===== src/sv/lip_pkg.sv =====
package lip_pkg;

  localparam int FracBits = 16;
  localparam int CoordW   = 32;
  localparam int DiffW    = CoordW + 1;
  localparam int ProdW    = 2 * DiffW;
  localparam int SumW     = ProdW + 1;
  localparam int MagW     = SumW;
  localparam int QuoW     = 32;
  localparam int RemW     = MagW + QuoW;
  localparam int InDataW  = 8 * CoordW;
  localparam int OutDataW = 72;

  typedef struct packed {
    logic [RemW-1:0] rem;
    logic [MagW-1:0] den;
    logic [QuoW-1:0] quo;
    logic            neg;
    logic            big;
  } lane_t;

  function automatic lane_t div_step(lane_t l);
    logic [RemW:0]   diff;
    logic [RemW-1:0] r;
    lane_t           o;
    diff = {1'b0, l.rem} - {2'b00, l.den, {(QuoW-1){1'b0}}};
    r    = diff[RemW] ? l.rem : diff[RemW-1:0];
    o     = l;
    o.rem = {r[RemW-2:0], 1'b0};
    o.quo = {l.quo[QuoW-2:0], ~diff[RemW]};
    return o;
  endfunction

endpackage


===== src/sv/lip_divstep.sv =====
module lip_divstep (
  input  logic           clk_i,
  input  logic           rst_ni,
  input  logic           en_i,
  input  logic           valid_i,
  input  logic           par_i,
  input  lip_pkg::lane_t lane1_i,
  input  lip_pkg::lane_t lane2_i,
  output logic           valid_o,
  output logic           par_o,
  output lip_pkg::lane_t lane1_o,
  output lip_pkg::lane_t lane2_o
);
  import lip_pkg::*;

  always_ff @(posedge clk_i or negedge rst_ni) begin
    if (!rst_ni) begin
      valid_o <= 1'b0;
    end else if (en_i) begin
      valid_o <= valid_i;
    end
  end

  always_ff @(posedge clk_i) begin
    if (en_i) begin
      par_o   <= par_i;
      lane1_o <= div_step(lane1_i);
      lane2_o <= div_step(lane2_i);
    end
  end

endmodule


===== config.mk =====
export PLATFORM = sky130hd
export DESIGN_NAME = lip_divstep
export DESIGN_NICKNAME = d
export VERILOG_FILES = /design/src/sv/lip_pkg.sv /design/src/sv/lip_divstep.sv
export SDC_FILE = /design/constraint.sdc
export NUM_CORES = 1
export LEC_CHECK = 0
export BUFFER_PORTS_ARGS = -buffer_cell sky130_fd_sc_hd__buf_2
export CELL_PAD_IN_SITES_DETAIL_PLACEMENT = 1
export CELL_PAD_IN_SITES_GLOBAL_PLACEMENT = 1
export CORE_AREA = 2 2 314 316
export CTS_BUF_LIST = sky130_fd_sc_hd__clkbuf_8 sky130_fd_sc_hd__clkbuf_16
export CTS_CLUSTER_DIAMETER = 100
export DETAILED_ROUTE_END_ITERATION = 6
export DIE_AREA = 0 0 316 318
export PLACE_DENSITY = 0.57
export SKIP_CTS_REPAIR_TIMING = 1
export SYNTH_ARGS = -nofsm -noshare
export SYNTH_HDL_FRONTEND = slang
export SYNTH_SLANG_ARGS = --single-unit
export TNS_END_PERCENT = 5

===== constraint.sdc =====
create_clock -name clk_i -period 1.28 [get_ports clk_i]
set_clock_uncertainty 0.1 [all_clocks]
set_input_delay 0.256 -clock clk_i [delete_from_list [all_inputs] [get_ports clk_i]]
set_output_delay 0.256 -clock clk_i [all_outputs]
set_load 0.05 [all_outputs]

==> flow_summary.ini, run 1 <==
[run_status]
status = finished with violations
violations = hold timing, setup timing

[clock_network]
path_clk_slew_ns = 0.07
numCtsBuffers = 50
root_buffer = clkbuf_16
cts_sinks = 400
cts_tree = built
htree_levels = 2
clock_latency_ns = 0.63
cts_buffer_depth = 3

[die]
die_x_um = 316
fp.dieH_um = 318
ios = 807
dieArea_mm2 = 0.1005
num_rows = 115
initial_utilization_pct = 22.47
core_mm2 = 0.09741

[grt]
grt_first_pass_wirelength_um = 141000
grt_use_met2_pct = 33.22
grt_util_met3_pct = 6.052
grt_overflow_total = 0
grt_busiest_layer = met2
grt_usage_pct = 18.69
gr-usage-met1_pct = 21.37
grt_pass1_vias = 22480
grt_max_degree = 67
antenna_found_initial = 26

[place]
gp_congestion = 0.8793
dp_hpwl_um = 82880
pre_cts_ws_ns = -2.563
dp.cells = 4709
place_area_mm2 = 0.03262
io_buffers = 802

[cells_and_area]
fin_nets = 4436
drive_gt1_share_pct = 45.07
final_cells = 5233
final_cell_mix = 677 x buf_2, 646 x buf_4, 399 x edfxtp_1
area_delta_synth_final_pct = 84.94
fill_cells = 11060
regArea_mm2 = 0.01201
multi_input_area_mm2 = 0.009978
fin_area_mm2 = 0.04049
final_common_cell = buf_2

[drt]
via_count = 23630
wire_per_inst_um = 21.64
routed_wirelength_um = 113200
drcViolationCount = 0
final_antenna_net_count = 0
drtIter0Drc = 1328
drt_pre_antenna_iters = 5
vias_per_cell = 4.516

[sta]
fin_crit_sh_pct = 235.8
setup_viol_count_final = 536
timing.fmax_mhz = 331.3
holdWs_ns = -0.006529
worst_pin_slew_ns = 0.4869
hold_viol = 1
worst_slack_ns = -1.738
timing.slew.headroom_pct = 67.20
fin_crit_ns = 3.018
rsz0062_at_grt = true
drv_slew = 0

[pwr]
p_total_uw = 50930
power.density_mw_per_mm2 = 1258
p_leak_uw = 0.01829
vdd_drop_max_uv = 951.2

[synth]
synth_area_mm2 = 0.02189
yosys.cell_types.count = 71
yosysTopAreaCell = edfxtp_1
ys_warn_count = 0
avgSynthCellArea_um2 = 10.74
synthCells = 2039
synthTopCellsByArea = edfxtp_1 55%, ha_1 7.7%, a21oi_1 4.9%
yosysTopAreaCellShare_pct = 54.73
synth_edf_count = 399
synthFlopType = edfxtp_1
ys_ff_latch = 400
async_reset_ff_share_pct = 0.2500
synth_seq_area_share_pct = 54.84

[worst_setup_path]
crit_start = lane1_i[132]
crit_type = in -> reg
path_max_fanout = 11
worst_ep_arrival_time_ns = 3.39
reg2reg_depth = 1
r2r_slack_ns = 0.39
setup.worst_path.start_class = input port
cp_data_required_time_ns = 1.65
timing.rr.end = valid_o$_DFFE_PN0P_
worst_setup_path_end_kind = flop
r2r_start = valid_o$_DFFE_PN0P_

[flow_run]
maxCapViolations = 0

[min_path]
whs_path_depth = 4
hp-class = in -> reg
min_delay_worst_endpoint = lane1_o[135]$_DFFE_PP_
hold_start = lane1_i[134]
metrics by stage:
step	TNS (ns)	utilization [%]
floorplan	-219.81	-
global placement	-317.11	33.48
detailed placement	-323.80	33.48
CTS	-376.79	35.23
global route	-365.30	41.56
finish	-330.80	41.56
power breakdown:
part | leakage, µW | switching (µW) | internal [µW]
clock | 0.000846 | 6400 | 8470
sequential | 0.00392 | 631 | 16200
combinational | 0.0135 | 11600 | 7610
total | 0.0183 | 18700 | 32300
sequential cells by signal (all words and copies together), names as in the netlist:
name     flops
valid_o      1
lane2_o    199
lane1_o    199
par_o        1
layer usage:
layer | part of all wire (%) | vias to the layer above | routed length (µm)
met5 | 0.13 | - | 151
met4 | 3.3 | 24 | 3703
met3 | 8.0 | 184 | 9040
met2 | 52 | 736 | 58430
met1 | 37 | 11490 | 41890
li1 | - | 11190 | -
worst max-delay path, cell delays in order:
cell and delay, ns:
buf_8 0.09, inv_12 0.03, ha_4 0.17, fa_2 0.37, nand2b_4 0.17, a21oi_4 0.20
buf_6 0.15, o22ai_4 0.07, o31ai_2 0.18, buf_4 0.17, and4b_2 0.27, o211ai_1 0.19
a21oi_2 0.26, nor2_4 0.10, inv_8 0.13, buf_12 0.16, clkbuf_16 0.16, nor2_1 0.04
a21oi_1 0.19
synthesized netlist by cell type (14+ instances only):
master / instances
clkbuf_1: 56
xnor2_1: 69
nor2_1: 140
a31oi_1: 17
nand4_1: 38
o31ai_1: 14
ha_1: 134
and3_1: 16
o21bai_1: 27
o21a_1: 18
a21o_1: 70
nor2b_1: 14
o21ai_0: 148
nand3_1: 27
nor3_1: 20
xor2_1: 53
buf_2: 16
nand2_1: 215
inv_1: 169
a21oi_1: 214
edfxtp_1: 399
cells by family after synthesis:
| group | share of synthesized area, % |
|---|---|
| AOI/OAI and AO/OA | 16.92 |
| and+or+nand+nor | 10.70 |
| DFF | 54.84 |
| buffers and inverters | 4.584 |
| adders and majority gates | 7.841 |
| xor gates and xnor gates | 4.881 |
| muxes | 0.2172 |
| other | 0.01713 |
worst max path at each step:
stage	end	slack, ns	depth (start not counted)
floorplan	lane2_o[157]$_DFFE_PP_	-1.74	14
global placement	lane2_o[198]$_DFFE_PP_	-2.58	14
detailed placement	lane2_o[198]$_DFFE_PP_	-2.56	14
CTS	lane2_o[198]$_DFFE_PP_	-1.88	14
global route	lane1_o[192]$_DFFE_PP_	-1.83	19
finish	lane1_o[191]$_DFFE_PP_	-1.74	19
cell type report:
| class | instances | area share, % |
|---|---|---|
| diodes | 10 | 0.06181 |
| clock buffers | 50 | 3.090 |
| clock inverters | 43 | 1.122 |
| inverters | 170 | 1.656 |
| multi-input cells | 1389 | 24.65 |
| flip-flops and latches | 400 | 29.65 |
| well taps | 1287 | 3.977 |
| repair buffers | 1884 | 35.79 |
Note: power is estimated with default switching activity, not from simulation.
==> run 2: changes to the inputs <==
--- a/config.mk
+++ b/config.mk
@@ -13,7 +13,8 @@
 export CTS_CLUSTER_DIAMETER = 100
 export DETAILED_ROUTE_END_ITERATION = 6
 export DIE_AREA = 0 0 316 318
-export PLACE_DENSITY = 0.57
+export PLACE_DENSITY = 0.53
+export SETUP_SLACK_MARGIN = 0.2
 export SKIP_CTS_REPAIR_TIMING = 1
 export SYNTH_ARGS = -nofsm -noshare
 export SYNTH_HDL_FRONTEND = slang
==> run 2 against run 1 <==
The flow still finishes with violations (hold timing, setup timing). Global-route usage grew 0.82 points. Die area unchanged. Setup slack worse by 0.0077 ns. Sequential share of layout area up 0.15 points. Register-to-register slack better by 0.02 ns. Utilization down 0.21 points. Combinational power is essentially flat. Total power down 1.7%. Via count fell by 0.50%. Sequential power barely moved.
==> flow_summary.ini, run 2 (same netlist as run 1, synthesis figures left out) <==
[run_status]
status = finished with violations
violations = hold timing, setup timing

[die]
die_x_um = 316
ios = 807
fp.dieH_um = 318
initial_utilization_pct = 22.47
dieArea_mm2 = 0.1005
num_rows = 115
core_mm2 = 0.09741

[grt]
grt_pass1_vias = 23420
grt_usage_pct = 19.51
grt_first_pass_wirelength_um = 149000
grt_max_degree = 53
antenna_found_initial = 18
grt_overflow_total = 0

[sta]
drv_slew = 0
setup_viol_count_final = 536
rsz0062_at_grt = true
worst_slack_ns = -1.746
worst_pin_slew_ns = 0.5683
timing.fmax_mhz = 330.5
holdWs_ns = -0.2824
fin_crit_sh_pct = 236.4
fin_crit_ns = 3.026
hold_viol = 4
timing.slew.headroom_pct = 61.71

[pwr]
p_total_uw = 50080
pwr-share-comb_pct = 38.1
p_switching_uw = 18180
internal_power_uw = 31900
power.density_mw_per_mm2 = 1243
p_leak_uw = 0.01825
p_clk_share_pct = 28.2
vdd_drop_max_uv = 949.5
p_seq_share_pct = 33.6
swShare_pct = 36.30

[worst_setup_path]
worst_setup_path_end_kind = flop
path_max_fanout = 8
endpoint = lane1_o[133]$_DFFE_PP_
worst_ep_arrival_time_ns = 3.38
cp.depth = 17
reg2reg_depth = 1
timing.rr.end = valid_o$_DFFE_PN0P_
crit_type = in -> reg
path_cells = buf_8 -> inv_12 -> ha_4 -> fa_2 -> nand2b_4 -> a21oi_4 -> o22ai_2 -> o31ai_2 -> buf_4 -> and4b_2 -> o211ai_1 -> a21oi_2 -> nor2_4 -> clkinv_4 -> buf_12 -> buf_8 -> mux2i_1
crit_slowest_cell = fa_2
crit_top_cell = buf_8
r2r_slack_ns = 0.41
r2r_start = valid_o$_DFFE_PN0P_
cp_data_required_time_ns = 1.64
crit_start = lane1_i[132]
cp_top_family = compound AO/OA/AOI/OAI gates
setup.worst_path.start_class = input port
cp_slowest_stage_delay_ns = 0.39
cp_num_buf_inv = 6

[clock_network]
cts_sinks = 400
cts_buffer_depth = 3
numCtsBuffers = 50
path_clk_slew_ns = 0.06
htree_levels = 2
clock_latency_ns = 0.61
cts_tree = built
root_buffer = clkbuf_16

[drt]
final_antenna_net_count = 0
via_count = 23510
drcViolationCount = 0
drtIter0Drc = 1106
vias_per_cell = 4.507
wire_per_inst_um = 21.58
drt_pre_antenna_iters = 5
routed_wirelength_um = 112600

[cells_and_area]
fin_nets = 4430
reg_top3 = lane1_o x199, lane2_o x199
drive_gt1_share_pct = 43.83
final_cells = 5217
area_delta_synth_final_pct = 83.99
final_common_cell = buf_2
final_cell_mix = 650 x buf_2, 640 x buf_4, 399 x edfxtp_1

[flow_run]
maxCapViolations = 0

[place]
dp_hpwl_um = 86740
io_buffers = 802
dp.cells = 4709
gp_congestion = 0.9114

[min_path]
hp-class = in -> reg
run 2: cell types whose count changed in the layout (fill, tap and decap cells not counted), moves of 19 or more:
cell,delta
nand2_1,+23
nand2_2,-23
buf_2,-27
o21ai_1,-19
buf_6,+29
o21ai_0,+27
run 2: final cells by class:
type	count	area [µm²]
Antenna cell	6	15.01
Clock buffer	50	1251
Clock inverter	37	355.3
Fill cell	11020	57130
Inverter	170	663.1
Multi-Input combinational cell	1389	9832
Sequential cell	400	12010
Tap cell	1287	1610
Timing Repair Buffer	1878	14550
run 2: layer usage:
| layer | track usage (%) | share of wire [%] |
|---|---|---|
| met1 | 22.86 | 40 |
| met2 | 35.75 | 52 |
| met3 | 4.526 | 5.9 |
| met4 | 4.160 | 2.6 |
| met5 | 0 | 0.098 |
run 2: power groups by stage:
stage	combinational [µW]	clock [µW]	sequential, µW
4_1_cts	16700	14400	16700
2_1_floorplan	4410	0	21800
3_5_place_dp	16600	0	16900
6_report	19100	14100	16800
3_3_place_gp	16400	0	16900
5_1_grt	20200	14900	16900
run 2: worst min-delay path by stage:
stage	cells past startpoint	startpoint	end	slack [ns]
2_1_floorplan	0	rst_ni	valid_o$_DFFE_PN0P_	-0.14
5_1_grt	1	lane1_i[34]	lane1_o[34]$_DFFE_PP_	-0.33
3_5_place_dp	1	rst_ni	valid_o$_DFFE_PN0P_	-0.07
3_3_place_gp	1	rst_ni	valid_o$_DFFE_PN0P_	-0.07
4_1_cts	1	rst_ni	valid_o$_DFFE_PN0P_	-0.75
6_report	1	lane1_i[34]	lane1_o[34]$_DFFE_PP_	-0.28
run 2: metrics by stage:
stage	TNS, ns	setup slack [ns]	utilization [%]	instance area (µm²)	hold slack, ns
floorplan	-219.81	-1.736	-	22130	-0.1396
global placement	-321.52	-2.686	33.48	32620	-0.06990
detailed placement	-327.64	-2.631	33.48	32620	-0.06796
CTS	-380.46	-1.959	35.13	34220	-0.7501
global route	-363.78	-1.788	41.35	40280	-0.3284
finish	-327.29	-1.746	41.35	40280	-0.2824
