==> config.mk <==
export PLATFORM = sky130hd
export DESIGN_NAME = lip_prep
export DESIGN_NICKNAME = d
export VERILOG_FILES = /design/src/sv/lip_pkg.sv /design/src/sv/lip_prep.sv
export SDC_FILE = /design/constraint.sdc
export NUM_CORES = 1
export LEC_CHECK = 0
export BUFFER_PORTS_ARGS = -buffer_cell sky130_fd_sc_hd__buf_2
export CAP_MARGIN = 10
export CORE_AREA = 2 2 239 241
export CTS_CLUSTER_SIZE = 16
export DETAILED_ROUTE_END_ITERATION = 6
export DIE_AREA = 0 0 241 243
export GPL_TIMING_DRIVEN = 0
export PLACE_DENSITY_LB_ADDON = 0.1
export SETUP_SLACK_MARGIN = 0.3
export SLEW_MARGIN = 10
export SYNTH_ARGS = -nofsm -noshare
export SYNTH_HDL_FRONTEND = slang
export SYNTH_SLANG_ARGS = --single-unit
==> constraint.sdc <==
create_clock -name clk_i -period 2.1 [get_ports clk_i]
set_input_delay 0.21 -clock clk_i [delete_from_list [all_inputs] [get_ports clk_i]]
set_output_delay 0.21 -clock clk_i [all_outputs]
set_load 0.02 [all_outputs]
==> src/sv/lip_pkg.sv <==
package lip_pkg;

  localparam int FracBits = 16;
  localparam int CoordW   = 32;
  localparam int DiffW    = CoordW + 1;
  localparam int ProdW    = 2 * DiffW;
  localparam int SumW     = ProdW + 1;
  localparam int MagW     = SumW;
  localparam int QuoW     = 32;
  localparam int RemW     = MagW + QuoW;
  localparam int InDataW  = 8 * CoordW;
  localparam int OutDataW = 72;

  typedef struct packed {
    logic [RemW-1:0] rem;
    logic [MagW-1:0] den;
    logic [QuoW-1:0] quo;
    logic            neg;
    logic            big;
  } lane_t;

  function automatic lane_t div_step(lane_t l);
    logic [RemW:0]   diff;
    logic [RemW-1:0] r;
    lane_t           o;
    diff = {1'b0, l.rem} - {2'b00, l.den, {(QuoW-1){1'b0}}};
    r    = diff[RemW] ? l.rem : diff[RemW-1:0];
    o     = l;
    o.rem = {r[RemW-2:0], 1'b0};
    o.quo = {l.quo[QuoW-2:0], ~diff[RemW]};
    return o;
  endfunction

endpackage

==> src/sv/lip_prep.sv <==
module lip_prep (
  input  logic                            clk_i,
  input  logic                            rst_ni,
  input  logic                            en_i,
  input  logic                            valid_i,
  input  logic signed [lip_pkg::SumW-1:0] h_i,
  input  logic signed [lip_pkg::SumW-1:0] n1_i,
  input  logic signed [lip_pkg::SumW-1:0] n2_i,
  output logic                            valid_o,
  output logic                            par_o,
  output lip_pkg::lane_t                  lane1_o,
  output lip_pkg::lane_t                  lane2_o
);
  import lip_pkg::*;

  logic [MagW-1:0] hmag, n1mag, n2mag;
  logic            v4_q, v5_q, par4_q, par5_q;
  lane_t           l1_q, l2_q;

  assign hmag  = h_i[SumW-1]  ? MagW'(-h_i)  : MagW'(h_i);
  assign n1mag = n1_i[SumW-1] ? MagW'(-n1_i) : MagW'(n1_i);
  assign n2mag = n2_i[SumW-1] ? MagW'(-n2_i) : MagW'(n2_i);

  always_ff @(posedge clk_i or negedge rst_ni) begin
    if (!rst_ni) begin
      v4_q <= 1'b0;
      v5_q <= 1'b0;
    end else if (en_i) begin
      v4_q <= valid_i;
      v5_q <= v4_q;
    end
  end

  always_ff @(posedge clk_i) begin
    if (en_i) begin
      par4_q   <= (h_i == '0);
      l1_q.rem <= RemW'({n1mag, {FracBits{1'b0}}});
      l1_q.den <= hmag;
      l1_q.quo <= '0;
      l1_q.neg <= n1_i[SumW-1] ^ h_i[SumW-1];
      l1_q.big <= 1'b0;
      l2_q.rem <= RemW'({n2mag, {FracBits{1'b0}}});
      l2_q.den <= hmag;
      l2_q.quo <= '0;
      l2_q.neg <= n2_i[SumW-1] ^ h_i[SumW-1];
      l2_q.big <= 1'b0;
      par5_q   <= par4_q;
      lane1_o.rem <= l1_q.rem;
      lane1_o.den <= l1_q.den;
      lane1_o.quo <= l1_q.quo;
      lane1_o.neg <= l1_q.neg;
      lane1_o.big <= (l1_q.rem >= {l1_q.den, {QuoW{1'b0}}});
      lane2_o.rem <= l2_q.rem;
      lane2_o.den <= l2_q.den;
      lane2_o.quo <= l2_q.quo;
      lane2_o.neg <= l2_q.neg;
      lane2_o.big <= (l2_q.rem >= {l2_q.den, {QuoW{1'b0}}});
    end
  end

  assign valid_o = v5_q;
  assign par_o   = par5_q;

endmodule

==> results of run 1 <==
-- Yosys cell counts (3+ instances only) --
cell type / count / area (um^2)
inv_1: 63 / 236
xnor2_1: 192 / 1680
nor3_2: 3 / 30.0
nand2b_1: 11 / 68.8
nand2_1: 79 / 297
a211oi_1: 5 / 37.5
buf_4: 195 / 1460
clkbuf_1: 25 / 93.8
or3_1: 22 / 138
o41ai_1: 35 / 307
or4_1: 31 / 233
nor4_1: 24 / 150
o211ai_1: 3 / 22.5
a21o_1: 17 / 128
ha_1: 105 / 1310
a221oi_1: 3 / 26.3
nor2_1: 32 / 120
nand3_1: 22 / 110
nor2b_1: 5 / 31.3
nand4_1: 23 / 144
a21oi_1: 30 / 150
o31ai_1: 59 / 443
nand3b_1: 3 / 22.5
o21ai_0: 83 / 415
edfxtp_1: 410 / 12300
or2_2: 17 / 106
nor3_1: 18 / 90.1
nor4b_1: 5 / 43.8
-- cells by family (layout without fill, tap and decap cells) --
logic type	Yosys count	count (layout)	synth area share, %
AO/OA/AOI/OAI	242	242	7.72
other	1	136	0.0183
XOR/XNOR	194	194	8.29
flip-flops	412	412	60.3
buffers and inverters	283	1138	8.75
AND/OR/NAND/NOR	308	308	8.43
multiplexers	2	2	0.110
adder cells (fa/ha/maj)	105	105	6.41
-- report_power, final --
group          total, mW  internal [mW]  switching (mW)
clock               8.57           5.11            3.46
combinational       4.42           1.87            2.55
sequential          10.5           10.0           0.447
-- flip-flops by register name, summed over array words and instances, names as in the netlist --
name,flops
valid_o,1
v4_q,1
par4_q,1
lane1_o,69
l1_q,135
par_o,1
lane2_o,136
l2_q,68
-- worst register-to-register path, stage by stage (launching register included) --
cell and delay [ns]:
edfxtp_1 0.45, ha_4 0.31, and4_4 0.22, nand4_1 0.17, or4_4 0.49, o211ai_1 0.54
o21ai_1 0.11, a31oi_1 0.21
-- layout by cell type (no fill, tap or decap), drive strengths merged, types with 2 or more instances in the layout --
| master | n |
|---|---|
| a211oi | 5 |
| nand3 | 22 |
| or4 | 31 |
| clkinv | 17 |
| clkbuf | 80 |
| or4b | 3 |
| edfxtp | 410 |
| nand3b | 3 |
| o211ai | 3 |
| diode | 8 |
| or3 | 22 |
| nand2b | 11 |
| dfrtp | 2 |
| nand2 | 79 |
| dlygate4sd3 | 175 |
| a221oi | 3 |
| a21oi | 30 |
| inv | 67 |
| nor2b | 5 |
| nor4b | 6 |
| nor2 | 32 |
| o31ai | 59 |
| xor2 | 2 |
| conb | 128 |
| a31oi | 2 |
| a21o | 17 |
| nor3 | 21 |
| buf | 790 |
| nor4 | 26 |
| o21ai | 83 |
| and4 | 2 |
| ha | 105 |
| or2 | 17 |
| bufinv | 8 |
| mux2 | 2 |
| xnor2 | 192 |
| nand4 | 23 |
| o41ai | 35 |
-- metal layers --
| metal | share of wire (%) | up-vias | GRT usage (%) |
|---|---|---|---|
| met4 | 2.5 | 22 | 6.32 |
| li1 | - | 7409 | - |
| met5 | 0.20 | - | 0 |
| met3 | 6.4 | 112 | 5.62 |
| met1 | 40 | 7610 | 27.8 |
| met2 | 51 | 454 | 40.1 |
-- worst max-delay path by stage --
stage              start    endpoint  slack, ns  depth (start not counted)
3_3_place_gp        en_i     valid_o      -5.79                          2
5_1_grt        l1_q[150]  lane1_o[0]      -0.61                          7
3_5_place_dp    l1_q[35]  lane2_o[0]      -1.15                          8
6_report       l1_q[150]  lane1_o[0]      -0.57                          7
4_1_cts         l1_q[51]  lane1_o[0]      -0.46                          8
2_1_floorplan   n1_i[22]   l1_q[176]      -0.31                          6
-- cell type report --
cell class | count | area [um^2]
antenna | 8 | 20.0
buffer | 220 | 1590
multi-input combinational | 979 | 9200
fill | 4753 | 24600
clock buffer | 57 | 1210
inverter | 63 | 239
clock inverter | 30 | 364
tap | 756 | 946
timing repair buffer | 768 | 5460
sequential | 412 | 12400
-- metrics by stage --
step / area (um^2) / setup slack [ns] / cells
after global placement: 25300 / -5.79 / 2907
after CTS: 30600 / -0.456 / 3249
after global routing: 31400 / -0.613 / 3287
final: 31400 / -0.566 / 3293
after floorplan: 21900 / -0.315 / 1674
after detailed placement: 25400 / -1.15 / 2911
-- timing repair --
action / CTS / global route
hold endpoints to repair: 177 / 0
gates resized for setup: 222 / 84
endpoints found under the setup margin: 116 / 116
hold buffers: 175 / 0
pin swaps: 68 / 73
setup buffers: 76 / 36
==> results.json, run 1 <==
{
  "critical-path-top-delay-family": "simple AND/OR/NAND/NOR gates",
  "cts.path.max_buffers": 3,
  "die_h_um": 243,
  "overflow": 0,
  "grt_first_pass_wirelength_mm": 98.4,
  "largest_net_degree_at_the_start_of_global_routing": 107,
  "total_leakage_power_nw": 12.8,
  "clock-sinks": 412,
  "drt-wirelength-per-cell_um": 21.0,
  "holdPathStages": 2,
  "post-route-drc-count": 0,
  "timing_hold_violations_final": 0,
  "final.setup_skew_ns": 0.0256,
  "hold_ws_ns": 0.0194,
  "area.growth.synth_to_final_pct": 53.1,
  "final-setup-viol-count": 12,
  "hold_class": "primary input to flip-flop",
  "num_vias": 15600,
  "yosysSeqAreaShare_pct": 60.3,
  "cpPeakStageDelay_ns": 0.54,
  "cap_viol_max_count": 0,
  "worst_hold_endpoint": "l2_q[135]",
  "first_global_vias": 15900,
  "finalWirelength_mm": 69.1,
  "vdd.ir_drop.worst_uv": 611,
  "track_usage_pct": 22.9,
  "timing.max_slew.rel_slack_pct": 11.3,
  "number_of_buffers_and_inverters_on_the_critical_path": 0,
  "worstRegToRegCells": 7,
  "worst_setup_path_class": "flip-flop to flip-flop",
  "clock_insertion_delay_worst_skew_ns": 0.59,
  "detail-route-antenna-nets": 0,
  "worst_r2r_startpoint": "l1_q[150]",
  "clock-root-buffer": "clkbuf_16",
  "final_weighted_congestion_of_routability_driven_global_placement": 0.875,
  "timing.critical_path.cells": "ha_4 > and4_4 > nand4_1 > or4_4 > o211ai_1 > o21ai_1 > a31oi_1",
  "synth.lib_cells_used.distinct": 49,
  "worst-endpoint-required_ns": 2.51,
  "placeableCoreArea_um2": 56000,
  "synth_enable_flop_cells": 410,
  "layout_worst_path_cycle_share_pct": 127,
  "fp-row-count": 87,
  "run_status": "complete, but fails checks",
  "cts_max_level": 2,
  "achievable-frequency_mhz": 375,
  "finalPower_mw": 23.5,
  "synthesis.area_per_instance_um2": 13.3,
  "setup_repair_after_global_routing_missed_its_margin": "yes",
  "start_util_pct": 36.7,
  "tightest_slew_ns": 1.33,
  "critPathMaxFanout": 2,
  "final_layout_size_suffix_gt1_share_pct": 45.7,
  "pin_count": 607,
  "final_period_minus_worst_setup_slack_ns": 2.67,
  "timing.critical_path.to_type": "flip-flop",
  "fin_util_pct": 56.1,
  "path_clk_slew_ns": 0.06,
  "r2r_setup_slk_ns": -0.57,
  "setup_total_negative_slack_ns": -1.15,
  "maxSlewViolCount": 0,
  "io_buffer_count": 477,
  "fp.dieW_um": 241,
  "tritoncts": "yes",
  "worst-endpoint-arrival_ns": 3.08,
  "r2r-end": "lane1_o[0]",
  "first_pass_iters": 5,
  "synth.cell_area_um2": 20500,
  "power_density_nw_per_um2": 747,
  "async_reset_ff_share_pct": 0.485,
  "synth_top_flop_cell": "edfxtp_1",
  "synthCells": 1547,
  "hpwl_detailed_mm": 51.7,
  "synth_seq_cells": 412,
  "crit_slowest_cell": "o211ai_1",
  "cts_inserted_buffers": 47,
  "post-route-worst-setup-slack_ns": -0.566,
  "vias_per_cell": 4.74,
  "yosys_warn_count": 0,
  "antenna_found_initial": 17,
  "crit_path_launch_type": "flip-flop",
  "layout.nets": 2801,
  "initialDrtViolationCount": 811,
  "min-delay-start": "n2_i[18]",
  "failing_checks": "setup timing",
  "floorplan.die_area_um2": 58600
}
(Power assumes the default switching activity.)
==> inputs of run 2 (changes only) <==
- PLACE_DENSITY_LB_ADDON: 0.1 -> 0.2
- SLEW_MARGIN: 10 -> 0
==> run 2 against run 1 <==
  * The run still ends with setup timing left
  * Critical path depth unchanged
  * Critical path type unchanged
  * Non-clock buffer count down 12
  * Largest cell class unchanged
  * Total power down 1.9%
  * Clock power down 5.0%
  * Die area unchanged
  * Via count up 1.1%
==> results.json, run 2 (synthesis results as in run 1) <==
{
  "cts_inserted_buffers": 47,
  "post-route-drc-count": 0,
  "area.growth.synth_to_final_pct": 52.8,
  "clock-root-buffer": "clkbuf_16",
  "finalWirelength_mm": 69.3,
  "timing_hold_violations_final": 0,
  "tritoncts": "yes",
  "drt-wirelength-per-cell_um": 21.1,
  "layout.nets": 2789,
  "layout_worst_path_cycle_share_pct": 123,
  "clockPowerShare_pct": 35.4,
  "grt_first_pass_wirelength_mm": 98.1,
  "final_period_minus_worst_setup_slack_ns": 2.57,
  "worst_setup_path_class": "flip-flop to flip-flop",
  "clock-sinks": 412,
  "timing.critical_path.to_type": "flip-flop",
  "power.share.sequential_pct": 45.6,
  "power_density_nw_per_um2": 734,
  "cts.path.max_buffers": 3,
  "post-route-worst-setup-slack_ns": -0.474,
  "crit_path_launch_type": "flip-flop",
  "first_pass_iters": 5,
  "floorplan.die_area_um2": 58600,
  "pin_count": 607,
  "overflow": 0,
  "fp-row-count": 87,
  "tightest_slew_ns": 1.33,
  "finalPower_mw": 23.0,
  "largest_net_degree_at_the_start_of_global_routing": 117,
  "vias_per_cell": 4.81,
  "first_global_vias": 16000,
  "netSwitchingPower_mw": 6.50,
  "leading_cell_type_in_the_layout_fill_and_taps_excluded": "buf_2",
  "cts_max_level": 2,
  "achievable-frequency_mhz": 389,
  "worst-endpoint-arrival_ns": 2.98,
  "total_leakage_power_nw": 12.8,
  "maxSlewViolCount": 0,
  "internal_power_mw": 16.5,
  "largest_register": "lane2_o",
  "final-setup-viol-count": 16,
  "detail-route-antenna-nets": 0,
  "switching_share_pct": 28.2,
  "hold_ws_ns": 0.0285,
  "post_layout_nonfiller_instances": 3282,
  "setup_repair_after_global_routing_missed_its_margin": "yes",
  "timing.critical_path.cells": "ha_4 > and4_1 > nand4_1 > or4_4 > o211ai_1 > o21ai_1 > a31oi_1",
  "path_clk_slew_ns": 0.06,
  "final.setup_skew_ns": 0.00914,
  "number_of_flip_flops_under_the_largest_register_name": 136,
  "critical-path-top-delay-family": "compound AO/OA/AOI/OAI gates",
  "num_vias": 15800,
  "timing.max_slew.rel_slack_pct": 11.6,
  "vdd.ir_drop.worst_uv": 507,
  "crit_slowest_cell": "o211ai_1",
  "final_layout_size_suffix_gt1_share_pct": 45.8,
  "power.share.combinational_pct": 19.1,
  "dp.cells": 2910,
  "start_util_pct": 36.7,
  "worst-endpoint-required_ns": 2.51,
  "cap_viol_max_count": 0,
  "cpPeakStageDelay_ns": 0.52,
  "io_buffer_count": 477,
  "number_of_buffers_and_inverters_on_the_critical_path": 0,
  "hold_class": "primary input to flip-flop",
  "fp.dieW_um": 241,
  "setup_total_negative_slack_ns": -1.59,
  "antenna_found_initial": 13,
  "run_status": "complete, but fails checks",
  "initialDrtViolationCount": 886,
  "largestRegisters": "lane2_o (136), l1_q (135), lane1_o (69)",
  "placeableCoreArea_um2": 56000,
  "final_weighted_congestion_of_routability_driven_global_placement": 0.901,
  "track_usage_pct": 22.8,
  "hpwl_detailed_mm": 51.3,
  "final_cell_mix": "459 x buf_2, 410 x edfxtp_1, 243 x buf_4, 171 x dlygate4sd3_1, 167 x xnor2_1",
  "failing_checks": "setup timing",
  "fin_util_pct": 56.0,
  "clock_insertion_delay_worst_skew_ns": 0.58,
  "die_h_um": 243,
  "critPathMaxFanout": 2
}
[run 2: cell types whose count changed in the layout (fill, tap and decap cells not counted), sizes merged]
| cell | delta |
|---|---|
| bufinv | -4 |
| buf | -9 |
| dlygate4sd3 | -4 |
| diode | +1 |
| clkbuf | -5 |
| clkinvlp | +4 |
| clkinv | +6 |
[run 2: what timing repair did]
action,CTS,global route
pin swaps,98,81
endpoints found under the hold margin,170,3
endpoints found under the setup margin,120,136
resized for setup,223,98
setup buffers,74,29
hold buffers,168,3
[run 2: area by class of cell]
type	instances	area (um^2)
sequential	412	12400
fill	4676	24600
buffer	220	1600
inverter	63	249
multi-input combinational	979	9230
timing repair buffer	756	5410
tap	756	946
clock inverter	36	325
antenna	9	22.5
clock buffer	51	1190
[run 2: worst paths after layout]
| kind | from | to | slack (ns) | depth (start not counted) |
|---|---|---|---|---|
| min in group asynchronous | rst_ni | valid_o | 0.49 | 3 |
| max in group asynchronous | rst_ni | v4_q | 1.49 | 3 |
| worst min register to register | l2_q[1] | lane2_o[1] | 0.43 | 0 |
| worst max register to register | l1_q[149] | lane1_o[0] | -0.47 | 7 |
| worst max-delay path | l1_q[149] | lane1_o[0] | -0.47 | 7 |
| worst min-delay path | n1_i[20] | l1_q[138] | 0.03 | 3 |
[run 2: layer usage]
metal | track usage, % | vias up | part of all wire, %
li1 | - | 7392 | -
met5 | 0 | - | 0.13
met4 | 9.02 | 14 | 3.9
met1 | 26.5 | 7683 | 38
met3 | 6.28 | 145 | 7.4
met2 | 39.7 | 551 | 51
[run 2: tightest hold or removal path: cells and delay by family]
family,cells,cell delay (ns)
buffers and inverters,1,0.11
AOI/OAI and AO/OA,1,0.07
xor gates and xnor gates,1,0.12
[run 2: power by group through the flow]
stage | registers, mW | clock network, mW | logic, mW
6_report | 10.5 | 8.14 | 4.39
5_1_grt | 10.6 | 8.66 | 4.75
4_1_cts | 10.5 | 8.31 | 4.25
3_5_place_dp | 10.7 | 0 | 3.78
3_3_place_gp | 10.7 | 0 | 3.69
2_1_floorplan | 10.8 | 0 | 1.91
[run 2: through the flow]
step	area [um^2]	setup slack [ns]
floorplan	21900	-0.315
CTS	30500	-0.419
finish	31300	-0.474
global route	31300	-0.524
detailed placement	25400	-1.29
global placement	25300	-5.76
==> inputs of run 3 (changes only) <==
- GPL_TIMING_DRIVEN: 0 -> 1
- PLACE_DENSITY: default -> 0.69
- PLACE_DENSITY_LB_ADDON: 0.2 -> default
==> run 3 against run 2 <==
  * The flow still finishes with violations (setup timing)
  * Hold slack gained 0.00052 ns
  * Total power grew 4.4%
  * Core utilization down 0.20 points
  * Wire length is 2.8% lower
  * Largest cell class unchanged
  * Sequential cell count is the same
  * Largest power group unchanged
  * Non-clock buffer count shrank 3
  * Final area is 0.35% lower
  * Count of clock-buffer cells in the layout increased by 7
  * Setup slack gained 0.15 ns
  * Clock power increased by 10%
==> results.json, run 3 (synthesis results as in run 1) <==
{
  "run_status": "complete, but fails checks",
  "failing_checks": "setup timing",
  "track_usage_pct": 22.1,
  "post-route-drc-count": 0,
  "largest_register": "lane2_o",
  "worst-endpoint-arrival_ns": 2.85,
  "finalWirelength_mm": 67.3,
  "number_of_flip_flops_under_the_largest_register_name": 136,
  "maxSlewViolCount": 0,
  "achievable-frequency_mhz": 412,
  "cts_max_level": 2,
  "layout.nets": 2787,
  "timing_hold_violations_final": 0,
  "fin_util_pct": 55.8,
  "worst_setup_path_class": "flip-flop to flip-flop",
  "antenna_found_initial": 6,
  "final_layout_size_suffix_gt1_share_pct": 49.9,
  "register_area_um2": 12400,
  "initialDrtViolationCount": 822,
  "timing.max_slew.rel_slack_pct": 51.3,
  "fp.dieW_um": 241,
  "pin_count": 607,
  "final-setup-viol-count": 2,
  "setup_total_negative_slack_ns": -0.584,
  "hpwl_detailed_mm": 51.4,
  "area.growth.synth_to_final_pct": 52.3,
  "largestRegisters": "lane2_o (136), l1_q (135), lane1_o (69)",
  "drt-wirelength-per-cell_um": 20.6,
  "cts.path.max_buffers": 3,
  "path_clk_slew_ns": 0.06,
  "crit_path_launch_type": "flip-flop",
  "hold_ws_ns": 0.0291,
  "hold_class": "primary input to flip-flop",
  "layout_worst_path_cycle_share_pct": 116,
  "start_util_pct": 36.7,
  "tritoncts": "yes",
  "largest_net_degree_at_the_start_of_global_routing": 69,
  "io_buffer_count": 478,
  "final_weighted_congestion_of_routability_driven_global_placement": 0.936,
  "first_pass_iters": 5,
  "setup_repair_after_global_routing_missed_its_margin": "yes",
  "vdd.ir_drop.worst_uv": 608,
  "clock-root-buffer": "clkbuf_16",
  "final_cell_mix": "463 x buf_2, 410 x edfxtp_1, 355 x buf_4, 174 x xnor2_1, 128 x conb_1",
  "leading_cell_type_in_the_layout_fill_and_taps_excluded": "buf_2",
  "overflow": 0,
  "vias_per_cell": 4.84,
  "total_leakage_power_nw": 12.8,
  "floorplan.die_area_um2": 58600,
  "detail-route-antenna-nets": 0,
  "power_density_nw_per_um2": 769,
  "die_h_um": 243,
  "final.setup_skew_ns": 0.0260,
  "finalPower_mw": 24.0,
  "final_period_minus_worst_setup_slack_ns": 2.43,
  "grt_first_pass_wirelength_mm": 96.0,
  "fp-row-count": 87,
  "cts_inserted_buffers": 48,
  "fillerInstances": 4516,
  "tightest_slew_ns": 0.723,
  "clock_insertion_delay_worst_skew_ns": 0.58,
  "placeableCoreArea_um2": 56000,
  "num_vias": 15800,
  "timing.critical_path.to_type": "flip-flop",
  "post-route-worst-setup-slack_ns": -0.326,
  "critPathMaxFanout": 2,
  "multi_input_comb_area_um2": 9150,
  "cap_viol_max_count": 0,
  "first_global_vias": 16200,
  "worst-endpoint-required_ns": 2.53,
  "clock-sinks": 412
}
==> run 3: cell count changes in the layout (fill, tap and decap cells not counted), moves of 7 or more <==
cell           change
clkbuf_1          -13
dlygate4sd3_1     -89
buf_4            +112
clkinv_2           -7
buf_6             -10
xnor2_1            +7
buf_12            +11
clkinv_1           +7
xnor2_2            -7
==> run 3: layer usage <==
layer,routed length (um),share of wire (%),global-route usage [%]
met3,4450,6.6,4.25
met2,35000,52,39.7
met5,49,0.073,0
met4,2700,4.0,9.11
met1,25200,37,25.4
==> run 3: final timing paths <==
| path | startpoint | endpoint | slack, ns | depth (start not counted) |
|---|---|---|---|---|
| setup / recovery | l1_q[50] | lane1_o[0] | -0.33 | 8 |
| hold / removal | n1_i[52] | l1_q[169] | 0.03 | 2 |
| setup reg to reg | l1_q[50] | lane1_o[0] | -0.33 | 8 |
| hold reg to reg | l1_q[1] | lane1_o[1] | 0.42 | 0 |
| max in group asynchronous | rst_ni | valid_o | 1.49 | 3 |
| min in group asynchronous | rst_ni | v4_q | 0.49 | 3 |
==> run 3: what timing repair did <==
action                                 CTS  global route
setup buffers                           30            28
gates cloned                             0             0
resized for setup                      163           111
endpoints found under the hold margin   86             0
pin swaps                               61            89
hold buffers                            82             0
setup endpoints to repair               89           108
==> run 3: worst max-delay path, stage by stage (launching register included) <==
cell and delay [ns]:
edfxtp_1 0.42, inv_2 0.07, ha_4 0.27, and4_4 0.20, nand4_1 0.15, or4_4 0.54
o211ai_1 0.30, o21ai_2 0.13, a31oi_2 0.20
==> run 3: power by group <==
group,internal (mW),switching (mW)
sequential,10.0,0.506
combinational,1.95,2.54
clock,5.57,3.42
==> run 3: cell type report <==
class,count,area share (%)
inverters,63,0.781
flip-flops and latches,412,39.6
repair buffers,973,21.9
diodes,3,0.0240
multi-input cells,979,29.3
clock inverters,31,1.32
clock buffers,58,4.10
well taps,756,3.03
==> run 3: stage by stage <==
stage / std cells / instance area (um^2) / setup WS, ns
2_1_floorplan: 1674 / 21900 / -0.315
3_3_place_gp: 3043 / 26600 / -0.765
3_5_place_dp: 3043 / 26600 / -0.715
4_1_cts: 3244 / 30400 / -0.369
5_1_grt: 3273 / 31200 / -0.453
6_report: 3275 / 31200 / -0.326
